File: config.mk
export PLATFORM = sky130hd
export DESIGN_NAME = button_debounce_autorepeat_queue
export DESIGN_NICKNAME = d
export VERILOG_FILES = /design/src/design/bdaq_pkg.sv /design/src/design/bdaq_tracker.sv /design/src/design/bdaq_queue.sv /design/src/design/button_debounce_autorepeat_queue.sv
export SDC_FILE = /design/constraint.sdc
export NUM_CORES = 1
export LEC_CHECK = 0
export ABC_AREA = 1
export BUFFER_PORTS_ARGS = -buffer_cell sky130_fd_sc_hd__buf_2
export CORE_UTILIZATION = 50
export DETAILED_ROUTE_END_ITERATION = 8
export PLACE_DENSITY = 0.67
export SLEW_MARGIN = 25
export SYNTH_ARGS = -nofsm -noshare
export SYNTH_HDL_FRONTEND = slang
export SYNTH_SLANG_ARGS = --single-unit
File: constraint.sdc
create_clock -name clock -period 7.3 [get_ports clock]
set_input_delay 1.46 -clock clock [delete_from_list [all_inputs] [get_ports clock]]
set_output_delay 1.46 -clock clock [all_outputs]
set_load 0.02 [all_outputs]
File: src/design/bdaq_pkg.sv
`timescale 1ns / 1ps
// ----------------------------------------------------------------------------
// bdaq_pkg: shared types and codes of the button debounce / auto-repeat queue
// Button and event codes, operation codes, register indexes and the structs
// that travel between the tracker, the event queue and the top level.
// ----------------------------------------------------------------------------
package bdaq_pkg;

   localparam int BTN_W   = 3;
   localparam int EV_W    = 3;
   localparam int TIME_W  = 32;
   localparam int CFG_W   = 16;
   localparam int CSR_IDX_W = 2;

   // Button codes after the priority encoder
   localparam logic [BTN_W-1:0] BTN_SEL    = 3'd0;
   localparam logic [BTN_W-1:0] BTN_UP     = 3'd1;
   localparam logic [BTN_W-1:0] BTN_DN     = 3'd2;
   localparam logic [BTN_W-1:0] BTN_LEFT   = 3'd3;
   localparam logic [BTN_W-1:0] BTN_NONE   = 3'd4;

   // Event codes on the result channel
   localparam logic [EV_W-1:0] EV_NONE = 3'd0;

   // Operation codes
   localparam logic OP_POLL  = 1'b0;
   localparam logic OP_CLEAR = 1'b1;

   // Register indexes
   localparam logic [CSR_IDX_W-1:0] CSR_DEBOUNCE = 2'd0;
   localparam logic [CSR_IDX_W-1:0] CSR_HOLD     = 2'd1;
   localparam logic [CSR_IDX_W-1:0] CSR_REPEAT   = 2'd2;

   localparam logic [CFG_W-1:0] DEBOUNCE_RESET = 16'd50;
   localparam logic [CFG_W-1:0] HOLD_RESET     = 16'd500;
   localparam logic [CFG_W-1:0] REPEAT_RESET   = 16'd100;

   typedef struct packed {
      logic [CFG_W-1:0] dbnc_ms;
      logic [CFG_W-1:0] hold_ms;
      logic [CFG_W-1:0] repeat_ms;
   } cfg_type;

   typedef struct packed {
      logic            valid;
      logic [EV_W-1:0] ev;
   } push_type;

endpackage

File: src/design/bdaq_tracker.sv
`timescale 1ns / 1ps
// ----------------------------------------------------------------------------
// bdaq_tracker: button debounce and hold / auto-repeat tracker
// Picks one pressed button by priority, applies the debounce, hold and repeat
// timing, and offers at most one event per poll to the event queue.
// ----------------------------------------------------------------------------
module bdaq_tracker (
   input  logic                           clock,
   input  logic                           reset,
   input  logic                           step,
   input  logic                           select_n,
   input  logic                           up_n,
   input  logic                           down_n,
   input  logic                           left_n,
   input  logic [bdaq_pkg::TIME_W-1:0]    now_ms,
   input  bdaq_pkg::cfg_type              cfg,
   output bdaq_pkg::push_type             push
);

   logic [bdaq_pkg::BTN_W-1:0]  last_button_ff, last_button_in;
   logic [bdaq_pkg::TIME_W-1:0] last_press_ff, last_press_in;
   logic [bdaq_pkg::TIME_W-1:0] press_start_ff, press_start_in;
   logic                        holding_ff, holding_in;

   logic [bdaq_pkg::BTN_W-1:0]  btn;
   logic [bdaq_pkg::TIME_W-1:0] since_last;
   logic [bdaq_pkg::TIME_W-1:0] since_start;
   logic                        hold_now;

   always_comb begin
      if (!select_n) begin
         btn = bdaq_pkg::BTN_SEL;
      end else if (!up_n) begin
         btn = bdaq_pkg::BTN_UP;
      end else if (!down_n) begin
         btn = bdaq_pkg::BTN_DN;
      end else if (!left_n) begin
         btn = bdaq_pkg::BTN_LEFT;
      end else begin
         btn = bdaq_pkg::BTN_NONE;
      end
   end

   // wrapping differences
   assign since_last  = now_ms - last_press_ff;
   assign since_start = now_ms - press_start_ff;
   assign hold_now    = holding_ff ||
                        (since_start > {16'd0, cfg.hold_ms});

   always_comb begin
      last_button_in = last_button_ff;
      last_press_in  = last_press_ff;
      press_start_in = press_start_ff;
      holding_in     = holding_ff;
      push.valid     = 1'b0;
      push.ev        = btn + 3'd1;
      if (btn == bdaq_pkg::BTN_NONE) begin
         last_button_in = bdaq_pkg::BTN_NONE;
         holding_in     = 1'b0;
      end else if (last_button_ff != btn) begin
         if (since_last > {16'd0, cfg.dbnc_ms}) begin
            last_press_in  = now_ms;
            press_start_in = now_ms;
            last_button_in = btn;
            holding_in     = 1'b0;
            push.valid     = 1'b1;
         end
      end else begin
         holding_in = hold_now;
         if (hold_now && (since_last > {16'd0, cfg.repeat_ms})) begin
            last_press_in = now_ms;
            // only up and down repeat
            push.valid    = (btn inside {bdaq_pkg::BTN_UP, bdaq_pkg::BTN_DN});
         end
      end
      if (!step) begin
         push.valid = 1'b0;
      end
   end

   always_ff @(posedge clock) begin
      if (reset) begin
         last_button_ff <= bdaq_pkg::BTN_NONE;
         last_press_ff  <= '0;
         press_start_ff <= '0;
         holding_ff     <= 1'b0;
      end else if (step) begin
         last_button_ff <= last_button_in;
         last_press_ff  <= last_press_in;
         press_start_ff <= press_start_in;
         holding_ff     <= holding_in;
      end
   end

endmodule

File: src/design/bdaq_queue.sv
`timescale 1ns / 1ps
// ----------------------------------------------------------------------------
// bdaq_queue: drop-on-full event queue
// Circular buffer of events; per step at most one push, then one pop. A push
// into an empty queue comes straight out on the same step.
// ----------------------------------------------------------------------------
module bdaq_queue #(
   parameter int QUEUE_DEPTH = 5
) (
   input  logic                        clock,
   input  logic                        reset,
   input  logic                        step,
   input  logic                        clear,
   input  bdaq_pkg::push_type          push,
   output logic [bdaq_pkg::EV_W-1:0]   pop_ev
);

   localparam int HW = (QUEUE_DEPTH > 1) ? $clog2(QUEUE_DEPTH) : 1;
   localparam int CW = $clog2(QUEUE_DEPTH + 1);
   localparam int SW = CW + 1;

   logic [bdaq_pkg::EV_W-1:0] entry_ff [QUEUE_DEPTH];
   logic [HW-1:0]             head_ff, head_in;
   logic [CW-1:0]             count_ff, count_in;

   logic [SW-1:0]             tail_sum;
   logic [SW-1:0]             tail_wrap;
   logic [HW-1:0]             tail;
   logic [HW-1:0]             head_next;
   logic                      do_push;
   logic                      do_pop;

   assign tail_sum  = SW'(head_ff) + SW'(count_ff);
   assign tail_wrap = (tail_sum >= SW'(QUEUE_DEPTH)) ? (tail_sum - SW'(QUEUE_DEPTH)) : tail_sum;
   assign tail      = tail_wrap[HW-1:0];
   assign head_next = (head_ff == HW'(QUEUE_DEPTH - 1)) ? '0 : (head_ff + HW'(1));

   assign do_push = push.valid && (count_ff < CW'(QUEUE_DEPTH));
   assign do_pop  = (count_ff != '0) || do_push;

   always_comb begin
      if (clear) begin
         pop_ev = bdaq_pkg::EV_NONE;
      end else if (count_ff != '0) begin
         pop_ev = entry_ff[head_ff];
      end else if (do_push) begin
         // bypass the fresh event
         pop_ev = push.ev;
      end else begin
         pop_ev = bdaq_pkg::EV_NONE;
      end
   end

   always_comb begin
      head_in  = head_ff;
      count_in = count_ff;
      if (clear) begin
         head_in  = '0;
         count_in = '0;
      end else begin
         if (do_pop) begin
            head_in = head_next;
         end
         if (do_push && !do_pop) begin
            count_in = count_ff + CW'(1);
         end else if (!do_push && do_pop) begin
            count_in = count_ff - CW'(1);
         end
      end
   end

   always_ff @(posedge clock) begin
      if (step && !clear && do_push) begin
         entry_ff[tail] <= push.ev;
      end
   end

   always_ff @(posedge clock) begin
      if (reset) begin
         head_ff  <= '0;
         count_ff <= '0;
      end else if (step) begin
         head_ff  <= head_in;
         count_ff <= count_in;
      end
   end

endmodule

File: src/design/button_debounce_autorepeat_queue.sv
`timescale 1ns / 1ps
// ----------------------------------------------------------------------------
// button_debounce_autorepeat_queue: debounced buttons with auto-repeat queue
// Polls four active-low buttons with a millisecond timestamp, turns debounced
// presses and up/down auto-repeat into events, and pops at most one event per poll.
// ----------------------------------------------------------------------------
//
//   channel | dir | handshake            | payload
//   --------+-----+----------------------+--------------------------------------
//   req_    | in  | req_valid/req_stall  | op, select_n, up_n, down_n, left_n,
//           |     |                      | now_ms
//   rsp_    | out | rsp_valid/rsp_stall  | event_res
//   csr_    | in  | csr_valid/csr_ready  | csr_index, csr_wdata
//
// A word taken sits in the input register, then moves into the result register,
// which offers it on the result channel: one word per cycle while no stall holds it.
// Tracker and queue state update as the result loads, so each word sees the
// state its predecessor left. Reset restores tracker, queue pointers and
// registers to their defaults; queue entries are not cleared. A stalled full
// result holds the input register, and the request side stalls only then.
// ----------------------------------------------------------------------------
module button_debounce_autorepeat_queue #(
   parameter int QUEUE_DEPTH = 5
) (
   input  logic                              clock,
   input  logic                              reset,

   input  logic                              req_valid,
   output logic                              req_stall,
   input  logic                              req_op,
   input  logic                              req_select_n,
   input  logic                              req_up_n,
   input  logic                              req_down_n,
   input  logic                              req_left_n,
   input  logic [bdaq_pkg::TIME_W-1:0]       req_now_ms,

   output logic                              rsp_valid,
   input  logic                              rsp_stall,
   output logic [bdaq_pkg::EV_W-1:0]         rsp_event_res,

   input  logic                              csr_valid,
   output logic                              csr_ready,
   input  logic [bdaq_pkg::CSR_IDX_W-1:0]    csr_index,
   input  logic [bdaq_pkg::CFG_W-1:0]        csr_wdata
);

   // configuration registers
   bdaq_pkg::cfg_type cfg_ff;

   // input register
   logic                        in_valid_ff, in_valid_in;
   logic                        in_op_ff;
   logic                        in_select_n_ff;
   logic                        in_up_n_ff;
   logic                        in_down_n_ff;
   logic                        in_left_n_ff;
   logic [bdaq_pkg::TIME_W-1:0] in_now_ff;

   // result register
   logic                        rsp_valid_ff, rsp_valid_in;
   logic [bdaq_pkg::EV_W-1:0]   rsp_event_ff;

   logic                        out_free;
   logic                        advance;
   logic                        req_take;
   logic                        poll_step;
   bdaq_pkg::push_type          push;
   logic [bdaq_pkg::EV_W-1:0]   pop_ev;

   // writes are always taken
   assign csr_ready = 1'b1;

   always_ff @(posedge clock) begin
      if (reset) begin
         cfg_ff.dbnc_ms     <= bdaq_pkg::DEBOUNCE_RESET;
         cfg_ff.hold_ms     <= bdaq_pkg::HOLD_RESET;
         cfg_ff.repeat_ms   <= bdaq_pkg::REPEAT_RESET;
      end else if (csr_valid && csr_ready) begin
         case (csr_index)
            bdaq_pkg::CSR_DEBOUNCE: cfg_ff.dbnc_ms     <= csr_wdata;
            bdaq_pkg::CSR_HOLD:     cfg_ff.hold_ms     <= csr_wdata;
            bdaq_pkg::CSR_REPEAT:   cfg_ff.repeat_ms   <= csr_wdata;
            default: begin
               // drop writes to unmapped indexes
            end
         endcase
      end
   end

   // Advance the input word whenever the result slot is empty or draining.
   assign out_free  = !rsp_valid_ff || !rsp_stall;
   assign advance   = in_valid_ff && out_free;
   assign req_stall = in_valid_ff && !out_free;
   assign req_take  = req_valid && !req_stall;
   assign poll_step = advance && (in_op_ff == bdaq_pkg::OP_POLL);

   always_comb begin
      if (req_take) begin
         in_valid_in = 1'b1;
      end else if (advance) begin
         in_valid_in = 1'b0;
      end else begin
         in_valid_in = in_valid_ff;
      end
   end

   always_ff @(posedge clock) begin
      if (reset) begin
         in_valid_ff <= 1'b0;
      end else begin
         in_valid_ff <= in_valid_in;
      end
   end

   always_ff @(posedge clock) begin
      if (req_take) begin
         in_op_ff       <= req_op;
         in_select_n_ff <= req_select_n;
         in_up_n_ff     <= req_up_n;
         in_down_n_ff   <= req_down_n;
         in_left_n_ff   <= req_left_n;
         in_now_ff      <= req_now_ms;
      end
   end

   // Track presses, holds and repeats; a clear word leaves this state alone.
   bdaq_tracker u_tracker (
      .clock    (clock),
      .reset    (reset),
      .step     (poll_step),
      .select_n (in_select_n_ff),
      .up_n     (in_up_n_ff),
      .down_n   (in_down_n_ff),
      .left_n   (in_left_n_ff),
      .now_ms   (in_now_ff),
      .cfg      (cfg_ff),
      .push     (push)
   );

   // Push then pop one event per poll; a clear word empties the queue.
   bdaq_queue #(
      .QUEUE_DEPTH (QUEUE_DEPTH)
   ) u_queue (
      .clock  (clock),
      .reset  (reset),
      .step   (advance),
      .clear  (in_op_ff == bdaq_pkg::OP_CLEAR),
      .push   (push),
      .pop_ev (pop_ev)
   );

   always_comb begin
      if (advance) begin
         rsp_valid_in = 1'b1;
      end else if (!rsp_stall) begin
         rsp_valid_in = 1'b0;
      end else begin
         rsp_valid_in = rsp_valid_ff;
      end
   end

   always_ff @(posedge clock) begin
      if (reset) begin
         rsp_valid_ff <= 1'b0;
      end else begin
         rsp_valid_ff <= rsp_valid_in;
      end
   end

   always_ff @(posedge clock) begin
      if (advance) begin
         rsp_event_ff <= pop_ev;
      end
   end

   assign rsp_valid     = rsp_valid_ff;
   assign rsp_event_res = rsp_event_ff;

endmodule
==> results.md, run 1 <==
* Worst Path Arrival at 5.27 ns
* DR vias/cell at 5.09
* Unrepaired setup endpoints after global routing: no
* Main flop type after synthesis: dfxtp_1
* Pleak at 0.00697 uW
* Fin crit period at 4.97 ns
* Rows at 58
* Clock Sinks at 182
* Max IR drop VDD at 0.140 mV
* Main area contributors after synthesis: dfxtp_1 20%, nand2_1 15%, edfxtp_1 13%
* Post-synth top cells: 522 x nand2_1, 358 x inv_1, 144 x a21oi_1, 137 x nor2_1, 127 x dfxtp_1
* # placed instances at 2243
* #FFs+latches synth at 182
* Switching Power at 1040 uW
* Worst Path Required at 7.60 ns
* Reg2Reg Depth at 27
* Worst slew margin relative to its limit at 0.356
* Clock transition at path regs at 0.08 ns
* DRC at 0
* Die Y at 162 um
* Slew @ Worst Pin at 0.966 ns
* Initial antenna violation count at 0
* Area leader, netlist: dfxtp_1
* Worst min path class: reg -> reg
* YS warnings at 0
* Status: complete, no violations
* Setup Crit Path Kind: reg -> reg
* Reg area at 0.00419 mm2
* Worst setup SP type: register
* Detail Route Antenna Nets at 0
* Fin crit share at 0.681
* Chip width at 162 um
* Comb power frac at 0.287
* FFs w/ async S/R, synth at 0
* MaxCap Viol Count at 0
* Worst-case clock buffer depth at 2
* Syn avg cell area at 6.84 um2
* H-tree depth at 4
* Via count at 11600
* HPWL Detailed at 26800 um
* Tot GR Track Use at 0.257
* Power share of the clock group at 0.324
* Largest net degree at the start of global routing at 106
* Setup Skew at 0.0180 ns
* Final Wtd Congestion at 0.957
* Final Hold Fails at 0
* Final WL at 33000 um
* Hold-fix buffers at CTS at 0
* Drt pass-1 iters at 5
* Number of nets in the layout at 2117
* Top cell type's share of synthesized area at 0.198
* Drt initial violations at 735
* Flop pwr share at 0.389
* Global-route wire length before repair at 52700 um
* Setup tns final at 0 ns
* Cell Area, Synth at 0.0129 mm2
* Clk_lat worst skew at 0.45 ns
* Footprint of the multi-input gates at 0.00712 mm2
* Area Growth Syn to Fin at 9.47%
* Setup repair bufs after CTS at 0
* Max FO, Critical Path at 64
* Fmax at 201 MHz
* CTS tree: built
* Internal at 1870 uW
* Starting density of the core at 0.510
* EDFF count, synth at 55
* Total CTS buffers at 17
* Vias in the first global route at 10700
* Die ar. at 0.0264 mm2
* Sequential area share after synthesis at 0.326
* Layout cells sized above 1 at 0.0792
* Worst setup EP type: register
* Top-count cell post-synth: nand2_1
* Max Slew Vio Count at 0
* Non-filler cells, final at 2275
* Setup violations, final at 0
* Port buffer count at 64
* CTS resizes at 0
* Post-Synthesis Cells at 1879
* Grt total ovfl at 0
* Root buffer cell: clkbuf_16
* Hold path depth at 2
* Diode count at 0
* I/O pin count at 66
* Synth cell types at 49
* Mapped Nets at 2064
* Filler cells at 2512
* Core ar. at 0.0252 mm2
* Net Sw Frac at 0.358
* Pwr/cell area at 207 mW/mm2
* DR WL/cell at 14.5 um
final cells by class:
| cell class | count | area share |
|---|---|---|
| well taps | 330 | 0.0293 |
| clock inverters | 14 | 0.0128 |
| multi-input cells | 1298 | 0.506 |
| clock buffers | 18 | 0.0312 |
| repair buffers | 68 | 0.0249 |
| inverters | 365 | 0.0974 |
| flip-flops and latches | 182 | 0.298 |
logic make-up (layout without fill, tap and decap cells):
logic type / after synthesis / in the layout / share of synthesized area
simple gates: 792 / 792 / 0.254
xor+xnor: 39 / 39 / 0.0266
mux: 2 / 2 / 0.00156
fa+ha+maj: 125 / 125 / 0.123
compound gates: 339 / 339 / 0.148
flops: 182 / 182 / 0.326
buf+inv: 399 / 465 / 0.120
other cells: 1 / 1 / 0.000292
flip-flops by register name (all words and copies together), names as in the netlist, 3 cells and up, named ones only:
signal / flops
u_queue.count_ff: 3
u_tracker.last_press_ff: 32
u_tracker.press_start_ff: 32
u_queue.head_ff: 3
in_now_ff: 32
cfg_ff: 48
u_queue.entry_ff: 15
u_tracker.last_button_ff: 3
rsp_event_res: 3
critical path, cell delays in order, from the launching register on:
cell	delay [ns]
edfxtp_1	0.40
inv_1	0.09
ha_1	0.23
fa_1	0.41
inv_1	0.13
nand3_1	0.08
nand3_1	0.15
nand2_1	0.07
nand2_1	0.15
nand2_1	0.08
nand2_1	0.13
xor2_1	0.27
ha_1	0.19
nand4_1	0.09
nor3_1	0.24
nand2_1	0.09
nand2_1	0.06
nand2_1	0.08
nand3_1	0.13
nor2_1	0.06
nand2_1	0.07
nor2_1	0.05
nand2_1	0.19
nand2_1	0.10
nand2_2	0.11
nand3_4	0.62
o21ai_1	0.44
a21oi_2	0.04
per-stage QoR:
| step | setup WS (ns) | cell area (um2) | utilization | power (uW) | hold slack (ns) |
|---|---|---|---|---|---|
| 2_1_floorplan | 3.69 | 12900 | - | 1760 | 0.428 |
| 3_3_place_gp | 2.49 | 13400 | 0.534 | 1970 | 0.437 |
| 3_5_place_dp | 2.41 | 13400 | 0.534 | 1980 | 0.443 |
| 4_1_cts | 2.37 | 14100 | 0.558 | 2920 | 0.455 |
| 5_1_grt | 1.78 | 14100 | 0.559 | 3090 | 0.477 |
| 6_report | 2.33 | 14100 | 0.559 | 2910 | 0.454 |
metal layers:
metal,track usage,routed length (um),vias up
li1,-,-,6097
met5,0,0,-
met3,0.0298,1130,38
met2,0.440,15500,222
met1,0.338,15800,5225
met4,0.0768,613,0
layout by cell type (no fill, tap or decap), types with 3 or more instances in the layout:
master,count
nand2_1,522
inv_1,356
a21oi_1,144
nor2_1,137
dfxtp_1,127
ha_1,122
o21ai_0,99
nand3_1,65
buf_2,64
edfxtp_1,55
xor2_1,36
o21ai_1,30
a21oi_2,28
nand4_1,21
clkbuf_16,17
o211ai_1,15
nor3_1,10
o21bai_1,9
inv_2,8
nor2_2,8
and2_1,7
nand3b_1,6
clkinv_8,6
nand2_2,4
buf_4,4
xnor2_1,3
o21a_1,3
nor4_1,3
fa_1,3
inv_6,3
power groups by stage:
stage	sequential [uW]	clock, uW	combinational (uW)
final	1130	941	834
after global routing	1140	996	953
after CTS	1130	959	831
after detailed placement	1150	0	826
after global placement	1150	0	813
after floorplan	1140	0	616
path summary, 6_finish.rpt:
check | slack, ns | endpoint | from
min | 0.45 | u_tracker.press_start_ff[0] | u_tracker.press_start_ff[0]
max reg2reg | 2.33 | u_tracker.last_press_ff[23] | in_now_ff[0]
min reg2reg | 0.45 | u_tracker.press_start_ff[0] | u_tracker.press_start_ff[0]
max | 2.33 | u_tracker.last_press_ff[23] | in_now_ff[0]
(Power assumes the default switching activity.)
==> inputs of run 2 (changes only) <==
Clock period 7.3 ns to 5 ns, I/O delays scaled along.
==> results.md, run 2 (synthesized netlist as in run 1, its figures left out) <==
* Status: complete, no violations
* Hold-fix buffers at CTS at 0
* Root buffer cell: clkbuf_16
* Global-route wire length before repair at 53300 um
* Worst slew margin relative to its limit at 0.411
* Filler cells at 2458
* CTS tree: built
* Crit-path max cell delay at 0.42 ns
* Fin crit period at 4.60 ns
* Hold Startpoint: u_tracker.press_start_ff[10]
* Reg-to-reg endpoint: u_queue.entry_ff[3][0]
* Internal at 2730 uW
* Hold path depth at 2
* Final Hold Fails at 0
* Chip width at 162 um
* Footprint of the multi-input gates at 0.00712 mm2
* Worst min path class: reg -> reg
* Worst Path Arrival at 4.72 ns
* Net Sw Frac at 0.359
* Number of nets in the layout at 2121
* DR vias/cell at 5.06
* Max IR drop VDD at 0.263 mV
* Worst setup SP type: register
* RR Startpoint: in_now_ff[0]
* Final WL at 33000 um
* CP max stage cell: fa_1
* Worst Path Required at 5.12 ns
* Setup tns final at 0 ns
* Clock Sinks at 182
* Fin crit share at 0.920
* Layout cells sized above 1 at 0.0816
* Grt total ovfl at 0
* Reg2Reg Depth at 28
* Total power at 4260 uW
* Drt initial violations at 797
* DRC at 0
* Vias in the first global route at 10800
* Rows at 58
* Diode count at 0
* Final Wtd Congestion at 0.937
* Clk_lat worst skew at 0.44 ns
* Clock transition at path regs at 0.08 ns
* Tot GR Track Use at 0.258
* Max Slew Vio Count at 0
* Comb power frac at 0.286
* Pwr/cell area at 302 mW/mm2
* End of the worst hold path: u_tracker.press_start_ff[10]
* Slew @ Worst Pin at 0.881 ns
* Core ar. at 0.0252 mm2
* I/O pin count at 66
* Port buffer count at 64
* Flop pwr share at 0.387
* Worst-case clock buffer depth at 2
* Flip-flop count of the largest register, all copies and words added at 48
* Fmax at 217 MHz
* H-tree depth at 4
* Pleak at 0.00699 uW
* Power share of the clock group at 0.327
* Via count at 11500
* Die Y at 162 um
* Setup violations, final at 0
* Max FO, Critical Path at 6
* Reg-to-reg slack, setup at 0.40 ns
* Worst setup startpoint: in_now_ff[0]
* Reg area at 0.00419 mm2
* Unrepaired setup endpoints after global routing: no
* Commonest non-fill, non-tap cell in the layout: nand2_1
* CP most frequent cell: nand2_1
* Setup Crit Path Kind: reg -> reg
* Switching Power at 1530 uW
* MaxCap Viol Count at 0
* DR WL/cell at 14.5 um
* Total CTS buffers at 17
* Reg with most FFs: cfg_ff
* WHS at 0.459 ns
* Most frequent cells in the layout: 522 x nand2_1, 356 x inv_1, 144 x a21oi_1, 137 x nor2_1, 127 x dfxtp_1
* Area Growth Syn to Fin at 9.80%
* Detail Route Antenna Nets at 0
* Initial antenna violation count at 0
* HPWL Detailed at 26900 um
* Die ar. at 0.0264 mm2
* Worst setup EP type: register
* Largest net degree at the start of global routing at 69
* Setup Skew at 0.0129 ns
* Starting density of the core at 0.510
* Drt pass-1 iters at 6
run 2: worst max path at each step:
stage	to	slack [ns]	depth (start not counted)
2_1_floorplan	u_queue.entry_ff[4][0]	1.39	26
3_3_place_gp	u_tracker.last_press_ff[3]	0.50	27
3_5_place_dp	u_queue.entry_ff[4][0]	0.40	25
4_1_cts	u_queue.entry_ff[4][0]	0.37	25
5_1_grt	u_tracker.last_press_ff[31]	0.002	28
6_report	u_queue.entry_ff[3][0]	0.40	28
run 2: area by class of cell:
class / instances / area share
clock inverter: 14 / 0.0122
sequential: 182 / 0.297
multi-input combinational: 1298 / 0.505
clock buffer: 18 / 0.0311
inverter: 365 / 0.0972
timing repair buffer: 72 / 0.0284
tap: 330 / 0.0293
run 2: what timing repair did:
item / in CTS / in global routing
endpoints found under the hold margin: 0 / 0
setup buffers: 0 / 2
endpoints found under the setup margin: 0 / 18
gates resized for setup: 0 / 2
run 2: critical path, delay by kind of cell (launching register included):
kind	cells	cell delay [ns]
and+or+nand+nor	21	2.52
adders and majority gates	3	0.96
xor gates and xnor gates	1	0.12
DFF	1	0.37
buffers and inverters	3	0.35
run 2: per-layer routing:
layer  GRT usage  wire length (um)
met5           0                 0
met4      0.0849               770
met3      0.0372              1420
met2       0.436             15200
met1       0.337             15700
run 2: power by group through the flow:
stage | clock network [uW] | registers [uW] | logic, uW
5_1_grt | 1480 | 1660 | 1400
3_3_place_gp | 0 | 1680 | 1190
2_1_floorplan | 0 | 1670 | 899
3_5_place_dp | 0 | 1680 | 1200
4_1_cts | 1410 | 1650 | 1210
6_report | 1390 | 1650 | 1220
run 2: stage by stage:
step,utilization,instances,area (um2),setup WS [ns]
2_1_floorplan,-,1879,12900,1.39
3_3_place_gp,0.535,2245,13500,0.498
3_5_place_dp,0.535,2245,13500,0.396
4_1_cts,0.559,2277,14100,0.370
5_1_grt,0.560,2279,14100,0.00161
6_report,0.560,2279,14100,0.401
==> inputs of run 3 (changes only) <==
Settings changed: CORE_ASPECT_RATIO set to 0.6, SETUP_SLACK_MARGIN set to 0.05.
==> results.md, run 3 (synthesized netlist as in run 1, its figures left out) <==
* M2 GR Usage at 0.374
* Commonest non-fill, non-tap cell in the layout: nand2_1
* Setup Skew at 0.0134 ns
* Post-route cell area at 0.0141 mm2
* Die Y at 126 um
* Initial antenna violation count at 0
* M1 GR Usage at 0.462
* Drt initial violations at 1181
* Diode count at 0
* Slew @ Worst Pin at 0.838 ns
* Grt total ovfl at 0
* Unrepaired setup endpoints after global routing: no
* Worst setup EP type: register
* Setup violations, final at 0
* H-tree depth at 4
* Detail Route Antenna Nets at 0
* Worst Path Required at 5.08 ns
* Setup tns final at 0 ns
* CP max stage cell: nor4_1
* Global-route wire length before repair at 58200 um
* Worst-case clock buffer depth at 2
* Hold-fix buffers at CTS at 0
* Number of nets in the layout at 2124
* Root buffer cell: clkbuf_16
* Flip-flop count of the largest register, all copies and words added at 48
* Clock Sinks at 182
* Vias in the first global route at 10600
* Drt pass-1 iters at 6
* Filler cells at 2448
* Worst setup SP type: register
* Worst slew margin relative to its limit at 0.441
* Internal at 2810 uW
* RR Startpoint: in_now_ff[0]
* DRC at 0
* Setup Crit Path Kind: reg -> reg
* Layout cells sized above 1 at 0.0820
* Starting density of the core at 0.508
* Chip width at 209 um
* Pwr/cell area at 305 mW/mm2
* I/O pin count at 66
* Max Slew Vio Count at 0
* Worst min path class: reg -> reg
* Port buffer count at 64
* Dpl cell area at 0.0135 mm2
* Area Growth Syn to Fin at 9.88%
* Fmax at 222 MHz
* Hold Startpoint: u_tracker.press_start_ff[26]
* Gr busiest metal: met1
* Fin crit period at 4.51 ns
* CTS tree: built
* CTS resizes at 0
* Crit-path max cell delay at 0.49 ns
* Hold path depth at 2
* Rows at 45
* Clk_lat worst skew at 0.45 ns
* MaxCap Viol Count at 0
* Worst setup startpoint: in_now_ff[0]
* Reg-to-reg endpoint: u_queue.entry_ff[4][0]
* Max FO, Critical Path at 6
* Via count at 12000
* Core ar. at 0.0253 mm2
* Met3 Use GR at 0.0758
* Reg with most FFs: cfg_ff
* Reg2Reg Depth at 26
* Tot GR Track Use at 0.287
* Max IR drop VDD at 0.202 mV
* CP most frequent cell: nand2_1
* DR WL/cell at 16.2 um
* Fin crit share at 0.903
* Final Wtd Congestion at 0.978
* End of the worst hold path: u_tracker.press_start_ff[26]
* Flop pwr share at 0.385
* Net Sw Frac at 0.349
* Clock transition at path regs at 0.07 ns
* Reg-to-reg slack, setup at 0.49 ns
* Final WL at 37000 um
* Die ar. at 0.0264 mm2
* Worst Path Arrival at 4.60 ns
* DR vias/cell at 5.27
* Setup repair bufs after CTS at 0
* Comb power frac at 0.292
* Final Hold Fails at 0
* Status: complete, no violations
* Pleak at 0.00701 uW
* Largest net degree at the start of global routing at 86
* Power share of the clock group at 0.323
* HPWL Detailed at 30200 um
* Most frequent cells in the layout: 522 x nand2_1, 357 x inv_1, 144 x a21oi_1, 137 x nor2_1, 127 x dfxtp_1
* Switching Power at 1500 uW
* Total CTS buffers at 17
-- run 3: power groups by stage --
stage | clock, uW | combinational, uW | sequential [uW]
3_3_place_gp | 0 | 1210 | 1690
2_1_floorplan | 0 | 899 | 1670
6_report | 1390 | 1260 | 1660
3_5_place_dp | 0 | 1230 | 1690
5_1_grt | 1480 | 1430 | 1670
4_1_cts | 1410 | 1240 | 1660
-- run 3: worst max-delay path by stage --
stage | end | slack, ns | cells past startpoint
after floorplan | u_queue.entry_ff[4][0] | 1.39 | 26
after global placement | u_queue.entry_ff[4][2] | 0.58 | 25
after detailed placement | u_queue.entry_ff[4][0] | 0.55 | 25
after CTS | u_queue.entry_ff[4][1] | 0.51 | 26
after global routing | u_queue.entry_ff[0][1] | 0.15 | 28
final | u_queue.entry_ff[4][0] | 0.49 | 26
-- run 3: critical path, delay by kind of cell, from the launching register on --
kind | cells | cell delay [ns]
and+or+nand+nor | 20 | 2.45
adders and majority gates | 3 | 1.01
DFF | 1 | 0.37
buffers and inverters | 2 | 0.20
xor gates and xnor gates | 1 | 0.12
-- run 3: stage by stage --
step | hold slack [ns] | worst slack [ns] | instances | utilization | total power, uW
floorplan | 0.428 | 1.39 | 1879 | - | 2560
global placement | 0.443 | 0.584 | 2249 | 0.535 | 2900
detailed placement | 0.451 | 0.553 | 2249 | 0.535 | 2920
CTS | 0.462 | 0.513 | 2281 | 0.558 | 4300
global route | 0.474 | 0.145 | 2281 | 0.559 | 4580
finish | 0.458 | 0.486 | 2281 | 0.559 | 4310
-- run 3: layer usage --
layer | share of wire | vias to the layer above
met1 | 0.52 | 5479
met3 | 0.10 | 34
li1 | - | 6094
met5 | 0 | -
met4 | 0.0082 | 0
met2 | 0.37 | 405
-- run 3: area by class of cell --
type | count | area, um2 | area share
flip-flops and latches | 182 | 4190 | 0.297
repair buffers | 75 | 428 | 0.0303
multi-input cells | 1298 | 7120 | 0.504
inverters | 365 | 1370 | 0.0970
clock buffers | 19 | 443 | 0.0314
clock inverters | 13 | 155 | 0.0110
well taps | 329 | 412 | 0.0291
